[src/rtl/pfa_pkg.sv]
// ----------------------------------------------------------------
// pfa_pkg
// shared sizes, codes and controller/datapath types of the page frame allocator
// ----------------------------------------------------------------
package pfa_pkg;

	localparam int FREE_DEPTH   = 1024;
	localparam int REGION_SLOTS = 32;
	localparam int MAX_RUN      = 64;
	localparam int FRAME_BITS   = 40;

	localparam int TOP_W  = $clog2(FREE_DEPTH + 1);
	localparam int ADDR_W = $clog2(FREE_DEPTH);
	localparam int REG_W  = $clog2(REGION_SLOTS + 1);
	localparam int RIDX_W = (REGION_SLOTS > 1) ? $clog2(REGION_SLOTS) : 1;
	localparam int CNT_W  = 7;
	localparam int OP_W   = 2;
	localparam int ST_W   = 3;

	localparam logic [OP_W-1:0] OP_ADD   = 2'd0;
	localparam logic [OP_W-1:0] OP_FREE  = 2'd1;
	localparam logic [OP_W-1:0] OP_ALLOC = 2'd2;

	localparam logic [ST_W-1:0] ST_OK   = 3'd0;
	localparam logic [ST_W-1:0] ST_OOM  = 3'd1;
	localparam logic [ST_W-1:0] ST_FULL = 3'd2;
	localparam logic [ST_W-1:0] ST_OVF  = 3'd3;
	localparam logic [ST_W-1:0] ST_ZERO = 3'd4;

	typedef enum logic [4:0] {
		CMD_NONE,
		CMD_LOAD,
		CMD_ADD_REGION,
		CMD_FAIL_ZERO,
		CMD_FAIL_OOM,
		CMD_OVERFLOW,
		CMD_PUSH,
		CMD_POP_RD,
		CMD_POP_DONE,
		CMD_SCAN_INIT,
		CMD_SCAN_RD,
		CMD_SCAN_CHK,
		CMD_MV_RD,
		CMD_MV_WR,
		CMD_MV_DONE,
		CMD_RG_INIT,
		CMD_RG_NEXT,
		CMD_RG_TAKE,
		CMD_PUBLISH
	} dp_cmd_t;

	typedef struct packed {
		logic [OP_W-1:0] op;
		logic            cnt_zero;
		logic            cnt_one;
		logic            top_zero;
		logic            stack_ok;
		logic            full;
		logic            pushed_all;
		logic            scan_hit;
		logic            scan_last;
		logic            mv_done;
		logic            rg_end;
		logic            rg_fit;
		logic            out_free;
	} dp_stat_t;

endpackage

[src/rtl/pfa_ctrl.sv]
// ----------------------------------------------------------------
// pfa_ctrl
// sequencer for add, free and allocate, one command to the datapath a cycle
// ----------------------------------------------------------------
module pfa_ctrl (
	input  logic              clk,
	input  logic              arst_n,
	input  logic              in_valid,
	output logic              in_ready,
	input  pfa_pkg::dp_stat_t stat,
	output pfa_pkg::dp_cmd_t  cmd
);
	import pfa_pkg::*;

	typedef enum logic [3:0] {
		S_IDLE,
		S_DISPATCH,
		S_PUSH,
		S_POP,
		S_SCAN_RD,
		S_SCAN_CHK,
		S_MV,
		S_MV_WR,
		S_RG_START,
		S_RG,
		S_DONE
	} state_t;

	state_t state_q, state_d;

	always_comb begin
		state_d = state_q;
		cmd     = CMD_NONE;
		unique case (state_q)
			S_IDLE: begin
				if (in_valid) begin
					cmd     = CMD_LOAD;
					state_d = S_DISPATCH;
				end
			end
			S_DISPATCH: begin
				state_d = S_DONE;
				case (stat.op)
					OP_ADD: cmd = CMD_ADD_REGION;
					OP_FREE: begin
						if (stat.cnt_zero) cmd = CMD_FAIL_ZERO;
						else state_d = S_PUSH;
					end
					OP_ALLOC: begin
						if (stat.cnt_zero) begin
							cmd = CMD_FAIL_ZERO;
						end else if (stat.cnt_one && !stat.top_zero) begin
							cmd     = CMD_POP_RD;
							state_d = S_POP;
						end else if (!stat.cnt_one && stat.stack_ok) begin
							cmd     = CMD_SCAN_INIT;
							state_d = S_SCAN_RD;
						end else begin
							state_d = S_RG_START;
						end
					end
					default: ;
				endcase
			end
			S_PUSH: begin
				if (stat.pushed_all) begin
					state_d = S_DONE;
				end else if (stat.full) begin
					cmd     = CMD_OVERFLOW;
					state_d = S_DONE;
				end else begin
					cmd = CMD_PUSH;
				end
			end
			S_POP: begin
				cmd     = CMD_POP_DONE;
				state_d = S_DONE;
			end
			S_SCAN_RD: begin
				cmd     = CMD_SCAN_RD;
				state_d = S_SCAN_CHK;
			end
			S_SCAN_CHK: begin
				cmd = CMD_SCAN_CHK;
				if (stat.scan_hit) state_d = S_MV;
				else if (stat.scan_last) state_d = S_RG_START;
				else state_d = S_SCAN_RD;
			end
			S_MV: begin
				if (stat.mv_done) begin
					cmd     = CMD_MV_DONE;
					state_d = S_DONE;
				end else begin
					cmd     = CMD_MV_RD;
					state_d = S_MV_WR;
				end
			end
			S_MV_WR: begin
				cmd     = CMD_MV_WR;
				state_d = S_MV;
			end
			S_RG_START: begin
				cmd     = CMD_RG_INIT;
				state_d = S_RG;
			end
			S_RG: begin
				if (stat.rg_end) begin
					cmd     = CMD_FAIL_OOM;
					state_d = S_DONE;
				end else if (stat.rg_fit) begin
					cmd     = CMD_RG_TAKE;
					state_d = S_DONE;
				end else begin
					cmd = CMD_RG_NEXT;
				end
			end
			S_DONE: begin
				if (stat.out_free) begin
					cmd     = CMD_PUBLISH;
					state_d = S_IDLE;
				end
			end
			default: state_d = S_IDLE;
		endcase
	end

	always_ff @(posedge clk or negedge arst_n) begin
		if (!arst_n) begin
			state_q <= S_IDLE;
		end else begin
			state_q <= state_d;
		end
	end

	assign in_ready = (state_q == S_IDLE);

`ifndef SYNTHESIS
	a_done_leaves: assert property (@(posedge clk) disable iff (!arst_n)
		state_q == S_DONE && stat.out_free |=> state_q == S_IDLE)
		else $error("finished word not published");
	a_load_dispatch: assert property (@(posedge clk) disable iff (!arst_n)
		in_valid && in_ready |=> state_q == S_DISPATCH)
		else $error("accepted word not dispatched");
	a_check_after_read: assert property (@(posedge clk) disable iff (!arst_n)
		state_q == S_SCAN_CHK |-> $past(state_q) == S_SCAN_RD)
		else $error("scan check without read");
`endif

endmodule

[config.mk]
export PLATFORM = sky130hd
export DESIGN_NAME = pfa_ctrl
export DESIGN_NICKNAME = d
export VERILOG_FILES = /design/src/rtl/pfa_pkg.sv /design/src/rtl/pfa_ctrl.sv
export SDC_FILE = /design/constraint.sdc
export NUM_CORES = 1
export LEC_CHECK = 0
export BUFFER_PORTS_ARGS = -buffer_cell sky130_fd_sc_hd__buf_2
export CAP_MARGIN = 20
export CORE_MARGIN = 5
export CORE_UTILIZATION = 30
export CTS_CLUSTER_SIZE = 30
export DETAILED_ROUTE_END_ITERATION = 7
export HOLD_SLACK_MARGIN = 0.08
export SLEW_MARGIN = 5
export SYNTH_ARGS = -nofsm -noshare
export SYNTH_HDL_FRONTEND = slang
export SYNTH_SLANG_ARGS = --single-unit
[constraint.sdc]
create_clock -name clk -period 2.3 [get_ports clk]
set_input_delay 0.115 -clock clk [delete_from_list [all_inputs] [get_ports clk]]
set_output_delay 0.115 -clock clk [all_outputs]
set_load 0.1 [all_outputs]
=== Yosys cells after proc, flatten, opt, wreduce, memory -nomap -nowiden ===
Index checks and enable logic that the tools add are counted.

* Register bits after elaboration: 4
* Output and inout port bits: 6
* Logic and storage cells: 52

* Eq/ne operators: 16
* Muxes and demuxes: 28
* Reductions and logical operators: 7

{| class="wikitable"
|+ Operator list
! cell !! number
|-
| two-way mux 4 bit || 16
|-
| case mux 5 bit (11 select lines) || 1
|-
| case mux 4 bit (11 select lines) || 1
|-
| == test 4 x 3 -> 1 bit (second input constant) || 4
|-
| == test 4 bit (second input constant) || 3
|-
| case mux 4 bit (3 select lines) || 1
|-
| two-way mux 5 bit || 2
|-
| == test 4 x 2 -> 1 bit (second input constant) || 2
|-
| case mux 4 bit (2 select lines) || 1
|-
| two-way mux 2 bit || 3
|-
| inequality test 3 bit (second input constant) || 2
|-
| == test 4 x 1 -> 1 bit (second input constant) || 1
|-
| logical NOT 4 bit || 1
|-
| inequality test 2 bit (second input constant) || 2
|-
| AND reduction 4 bit || 1
|-
| two-way mux 3 bit || 1
|-
| == test 2 x 1 -> 1 bit (second input constant) || 1
|-
| == test 2 bit (second input constant) || 1
|-
| logical AND 1 bit || 2
|-
| logical NOT 1 bit || 2
|-
| logical NOT 2 bit || 1
|-
| two-way mux 1 bit || 2
|}

=== Longest topological paths before layout ===
Gate-level depths: netlist (run 1).

* Depth after elaboration: 7
* Mapped depth: 6
* Depth with buffers taken out: 6

=== Worst setup path before layout (run 1) ===
Ideal clock, no wire load.

* Path kind: register to output
* From: reg state_q[1]
* To: out cmd[2]
* Arrival time: 4253 ps
* Data required time: 2185 ps
* Path slack: -2068 ps
* Cell stages (with the launch flop): 4
* Path buffers: 2
* Cell sequence: dfrtp_1 clkbuf_8 clkbuf_1 o311ai_0

* Longest elaborated chain between the ends: 2
* Elaborated cells on any way between the ends: 12
* Classes of those cells: 10 x eq/ne; 1 x mux; 1 x reduce/logical

{| class="wikitable"
|+ Ends and longest elaborated chain
! what !! line !! text
|-
| start, declared || pfa_ctrl.sv:29 || <nowiki>state_t state_q, state_d;</nowiki>
|-
| start signal, assigned || pfa_ctrl.sv:131 || <nowiki>state_q <= state_d;</nowiki>
|-
| == test 4 bit (tied with other cells) || pfa_ctrl.sv:34 || <nowiki>unique case (state_q)</nowiki>
|-
| case mux 5 bit (11 select lines) (*) || pfa_ctrl.sv:34 ||
|-
| end, declared || pfa_ctrl.sv:11 || <nowiki>output pfa_pkg::dp_cmd_t cmd</nowiki>
|}

Mark *: on every way between the ends. The rest lies on a longest branch, timed or not.

=== Final worst setup path (run 1) ===
* From: reg state_q[0]
* To: out cmd[0]

The elaborated chain is that of the path after synthesis.

==> reports/metrics.csv, run 1 <==
stage,metric,value,unit
sta,worst slew pin tran,0.479,ns
clock_network,clock latency on the worst-skew pair,0.24,ns
power,cell area power density,1560,mW/mm^2
finish,final core utilization,39.9,%
sta,"Slew Viols, Final",0,
setup_path,crit path kind,reg2out,
route,wire length per cell,13.9,um
route,ANT nets after route,0,
logic_synthesis,Synth cell types,41,
sta,Final Cycle Share,90.4,%
global_route,Global Route met3 Usage,4.01,%
power,P_sw,0.893,mW
sta,final setup fails,0,
power,Sequential Power Share,12.0,%
logic_synthesis,"Seq/Total Area, Yosys",14.5,%
sta,Worst slew margin,67.7,%
finish,footprint of the multi-input gates,542,um^2
clock_network,clock sink total,4,
power,Sw Share,64.8,%
power,leakage power,0.392,nW
logic_synthesis,Post-Syn Nets,110,
logic_synthesis,Mean Syn Cell Area,7.75,um^2
floorplanning,effective utilization at floorplan,31.2,%
outcome,status,"complete, no violations",
global_route,initial antenna violation count,0,
route,residual DRC count,0,
floorplanning,full die area,0.00336,mm^2
power,Comb power frac,81.5,%
sta,Final Hold Slack,0.211,ns
finish,Finished Cell Area,882,um^2
place,post-placement cell area,847,um^2
power,Peak VDD IR,0.871,mV
setup_path,crit start category,register,
route,drt first-iter violations,21,
place,# placed instances,137,
setup_path,crit path DAT,1.96,ns
floorplanning,Core Region,0.00221,mm^2
finish,"commonest non-fill, non-tap cell in the layout",buf_2,
finish,FILL cells,243,
sta,Final Hold Vio Count,0,
setup_path,CP Capture Type,primary output,
floorplanning,io pins,23,
logic_synthesis,dominant synthesized flop cell,dfrtp_1,
finish,fraction of layout cells with a size suffix above 1,36.3,%
place,pre-CTS setup slack,0.381,ns
setup_path,FF-to-FF path depth,4,
clock_network,Root Driver,clkbuf_4,
floorplanning,Die W,57.9,um
route,First-pass DRT Iterations,4,
route,Vias/cell,5.48,
logic_synthesis,number of flops mapped to enable cells by yosys,0,
finish,max FFs per register,4,
clock_network,"CTS clk-pin slew, worst paths",0.04,ns
sta,"Worst Setup Slack, final",0.221,ns
route,WL final,1960,um
global_route,gr ovfl total,0,
global_route,grt met1 use,16.7,%
clock_network,clock buffer depth,2,
finish,# nets final,136,
sta,setup skew after layout,0.00264,ns
place,Placer Congestion,0.880,
sta,Max Freq,481,MHz
logic_synthesis,asr flop ratio synth,100,%
power,Internal Power,0.485,mW
global_route,gr busiest metal,met2,
floorplanning,row count,17,
sta,min Tclk post-route,2.08,ns
global_route,vias in the first global route,723,
global_route,GRT Util Overall,11.7,%
place,number of port buffers,22,
global_route,largest net degree at the start of global routing,22,
power,total power,1.38,mW
sta,Setup TNS,0,ns
finish,area grow syn2layout,27.9,%
sta,RSZ-0062 raised after global routing,false,
finish,FF/Latch Area,100,um^2
finish,Largest regs,state_q (4),
job,Max Cap Viol,0,
clock_network,CTS tree,done,
logic_synthesis,synth warn,0,
setup_path,Crit Path Max Fanout,8,
logic_synthesis,Mapped Cells,89,
route,total number of vias,773,
finish,Top reg by flops,state_q,
finish,Layout Cells excl Fill,141,
power,clock share of power,6.4,%
clock_network,total CTS buffers,3,
finish,most frequent cells in the layout,"buf_2, o21ai_0, inv_1, nor2_1, nor2b_1",
place,Post-DP HPWL,1570,um
global_route,GR Util met2,17.3,%
clock_network,H-tree levels,1,
setup_path,Crit path required time,2.18,ns
finish,number of diodes,0,
floorplanning,Chip Height,57.9,um
global_route,first-pass GRT wire length,3190,um
logic_synthesis,Synth Cell Area,689,um^2
logic_synthesis,#FFs+latches synth,4,
worst_hold_path,Worst Hold Class,in2async,
[critical path, stage by stage (launching register included)]
cell and delay [ns]:
dfrtp_1 0.51, nand2b_1 0.22, nor4_1 0.33, o21ai_0 0.15
nand3_1 0.08, buf_2 0.43
[synth_stat cells (2+ instances only)]
cell      instances  area share, %
a31oi_1           3            2.7
inv_1             6            3.3
clkbuf_8          2            4.0
clkbuf_1          2            1.1
nand3_1           3            2.2
nor2b_1           5            4.5
o311ai_0          2            2.5
nor4_1            4            3.6
nand2b_1          2            1.8
ha_1              4            7.3
nor2_1            7            3.8
a221oi_1          3            3.8
nand2_1           4            2.2
nor3b_1           2            2.2
o21ai_0           7            5.1
dfrtp_1           4             15
nand3b_1          2            2.2
nor3_1            4            2.9
[timing repair]
item | CTS | global route
endpoints found under the hold margin | 4 | 0
buffers inserted | 0 | 0
setup endpoints to repair | 0 | 1
resized for setup | 0 | 1
hold buffers | 1 | 0
[logic make-up (layout without fill, tap and decap cells)]
family	after synthesis	in the layout	share of synthesized area (%)
and+or+nand+nor	42	42	37.4
AOI/OAI and AO/OA	27	27	29.2
buffers and inverters	11	35	9.98
adders and majority gates	4	4	7.26
DFF	4	4	14.5
muxes	1	1	1.63
[power groups by stage]
stage               Sequential [mW]  Combinational [mW]  Clock [mW]
floorplan                     0.129               0.956           0
CTS                           0.164                1.12      0.0927
detailed placement            0.164                1.11           0
global route                  0.172                1.19      0.0994
global placement              0.164                1.11           0
finish                        0.165                1.12      0.0888
[per-layer routing]
| metal | up-vias | share of wire [%] |
|---|---|---|
| li1 | 383 | - |
| met1 | 359 | 47 |
| met2 | 31 | 45 |
| met3 | 0 | 8.1 |
| met4 | 0 | 0 |
| met5 | - | 0 |
[final cells by class]
type                       instances  area share [%]
clock buffer                       3            2.55
sequential                         4            11.3
inverter                           6            2.55
tap                               28            3.97
timing repair buffer              26            18.2
multi-input combinational         74            61.4
[final timing paths]
path,from,end,slack [ns]
max,state_q[0]$_DFFE_PN0P_,cmd[0],0.22
min,arst_n,state_q[0]$_DFFE_PN0P_,0.21
max reg2reg,state_q[3]$_DFFE_PN0P_,state_q[1]$_DFFE_PN0P_,0.43
min reg2reg,state_q[1]$_DFFE_PN0P_,state_q[1]$_DFFE_PN0P_,0.78
max in group asynchronous,arst_n,state_q[1]$_DFFE_PN0P_,1.97
min in group clk,stat[1],state_q[0]$_DFFE_PN0P_,0.27
Note: power is estimated with default switching activity, not from simulation.
==> inputs of run 2 (changes only) <==
- clock period: 2.3 -> 1.71 ns (I/O delays scaled with it)
==> run 2 against run 1 <==
- the run now ends with setup timing left
- worst setup slack worse by 0.25 ns
- sequential share of layout area is 2.5 points lower
- flip-flop and latch count stayed put
- register-to-register slack worse by 0.39 ns
- sequential power is 20% higher
- non-clock buffer count is 11 higher
- routed wire length is 12% higher
- critical endpoint is now cmd[1]
- largest cell class unchanged
- largest power group unchanged
==> reports/metrics.csv, run 2 (synthesis results as in run 1) <==
stage,metric,value,unit
place,Post-DP HPWL,1690,um
clock_network,CTS tree,done,
finish,Finished Cell Area,0.00116,mm^2
power,P_sw,1.38,mW
route,total number of vias,863,
place,post-placement cell area,0.00101,mm^2
outcome,failing checks,setup timing,
power,Sw Share,56.4,%
clock_network,clock sink total,4,
place,# placed instances,143,
finish,Layout Cells excl Fill,152,
finish,"commonest non-fill, non-tap cell in the layout",buf_2,
sta,min Tclk post-route,1.74,ns
sta,Max Freq,574,MHz
setup_path,crit path DAT,1.66,ns
sta,final setup fails,1,
route,ANT nets after route,0,
sta,Worst slew margin,69.8,%
sta,Final Hold Slack,0.187,ns
power,Comb power frac,87.3,%
job,Max Cap Viol,0,
power,Internal Power,1.06,mW
power,cell area power density,2100,mW/mm^2
setup_path,Crit path required time,1.62,ns
setup_path,crit path kind,reg2out,
global_route,first-pass GRT wire length,3720,um
floorplanning,effective utilization at floorplan,31.2,%
finish,# nets final,147,
clock_network,Root Driver,clkbuf_4,
sta,setup skew after layout,0.00364,ns
finish,most frequent cells in the layout,"buf_2, buf_4, buf_12",
route,Vias/cell,5.68,
global_route,gr ovfl total,0,
power,Peak VDD IR,2.11,mV
sta,worst slew pin tran,0.447,ns
place,Placer Congestion,0.825,
sta,RSZ-0062 raised after global routing,true,
outcome,status,"complete, but fails checks",
sta,"Worst Setup Slack, final",-0.0323,ns
finish,Largest regs,state_q (4),
global_route,GRT Util Overall,13.7,%
clock_network,clock buffer depth,2,
route,First-pass DRT Iterations,4,
route,WL final,2200,um
floorplanning,Die W,57.9,um
clock_network,total CTS buffers,3,
floorplanning,row count,17,
floorplanning,Chip Height,57.9,um
sta,"Slew Viols, Final",0,
global_route,vias in the first global route,813,
sta,Final Hold Vio Count,0,
clock_network,clock latency on the worst-skew pair,0.23,ns
power,leakage power,0.502,nW
setup_path,crit start category,register,
finish,Top reg by flops,state_q,
floorplanning,io pins,23,
power,Sequential Power Share,8.1,%
sta,Final Cycle Share,102,%
finish,area grow syn2layout,68.8,%
route,drt first-iter violations,16,
finish,fraction of layout cells with a size suffix above 1,50.8,%
clock_network,H-tree levels,1,
place,number of port buffers,22,
setup_path,Crit Path Max Fanout,6,
route,residual DRC count,0,
finish,number of diodes,0,
global_route,initial antenna violation count,0,
setup_path,CP Capture Type,primary output,
clock_network,"CTS clk-pin slew, worst paths",0.04,ns
worst_hold_path,Worst Hold Class,in2async,
route,wire length per cell,14.4,um
finish,max FFs per register,4,
power,clock share of power,4.6,%
floorplanning,full die area,0.00336,mm^2
global_route,largest net degree at the start of global routing,22,
floorplanning,Core Region,0.00221,mm^2
[run 2: changes by cell type in the layout (fill, tap and decap cells not counted), moves of 2 or more]
cell     previous run  this run
buf_6               0         2
nand3_2             1         3
nand3_1             3         1
buf_4               3        10
o21ai_0             7         4
buf_12              1         7
dfrtp_2             0         2
dfrtp_1             4         2
o21ai_1             0         2
nor4_4              0         2
nor4_1              3         1
buf_2              20        16
[run 2: metal layers]
metal / vias to the layer above / global-route usage (%) / part of all wire [%]
met2: 25 / 22.6 / 49
met4: 0 / 3.64 / 1.1
met5: - / 0 / 0
li1: 407 / - / -
met1: 427 / 18.0 / 44
met3: 4 / 2.90 / 5.9
[run 2: per-stage QoR]
stage / utilization (%) / setup slack (ns) / TNS, ns / power (mW)
global placement: 45.6 / -0.0293 / -0.0293 / 2.16
detailed placement: 45.6 / 0.00536 / 0 / 2.16
CTS: 51.9 / -0.0177 / -0.0232 / 2.42
floorplan: - / -0.0507 / -0.0507 / 1.63
global route: 52.6 / -0.0831 / -0.323 / 2.57
finish: 52.6 / -0.0323 / -0.0323 / 2.44
[run 2: final timing paths]
kind                                         from                      to  depth (start not counted)  slack, ns
setup reg to reg           state_q[2]$_DFFE_PN0P_  state_q[1]$_DFFE_PN0P_                          4       0.04
hold reg to reg            state_q[1]$_DFFE_PN0P_  state_q[1]$_DFFE_PN0P_                          2       0.81
max in group asynchronous                  arst_n  state_q[2]$_DFFE_PN0P_                          2       1.39
setup / recovery           state_q[2]$_DFFE_PN0P_                  cmd[1]                          6      -0.03
hold / removal                             arst_n  state_q[3]$_DFFE_PN0P_                          2       0.19
min in group clk                          stat[1]  state_q[0]$_DFFE_PN0P_                          3       0.23
[run 2: layout make-up]
class                      instances  area [um^2]
clock buffer                       3         22.5
fill                             221         1050
inverter                           6         22.5
multi-input combinational         74          638
sequential                         4          103
tap                               28         35.0
timing repair buffer              37          343
[run 2: power by group through the flow]
| stage | Sequential, mW | Clock [mW] | Combinational [mW] |
|---|---|---|---|
| 2_1_floorplan | 0.175 | 0 | 1.46 |
| 5_1_grt | 0.200 | 0.133 | 2.23 |
| 3_3_place_gp | 0.180 | 0 | 1.98 |
| 4_1_cts | 0.192 | 0.120 | 2.11 |
| 6_report | 0.198 | 0.113 | 2.13 |
| 3_5_place_dp | 0.180 | 0 | 1.98 |
[run 2: critical path: stages (launching register included)]
cell      delay (ns)
dfrtp_2         0.45
nand2b_4        0.17
buf_8           0.13
o21ba_4         0.18
o22a_1          0.21
nand3_2         0.11
buf_12          0.18
[run 2: repair_timing]
| action | CTS | global route |
|---|---|---|
| hold buffers | 1 | 0 |
| setup endpoints to repair | 3 | 6 |
| endpoints found under the hold margin | 4 | 0 |
| pin swaps | 2 | 1 |
| gates resized for setup | 12 | 7 |
| setup buffers | 5 | 0 |
| gates cloned | 0 | 0 |
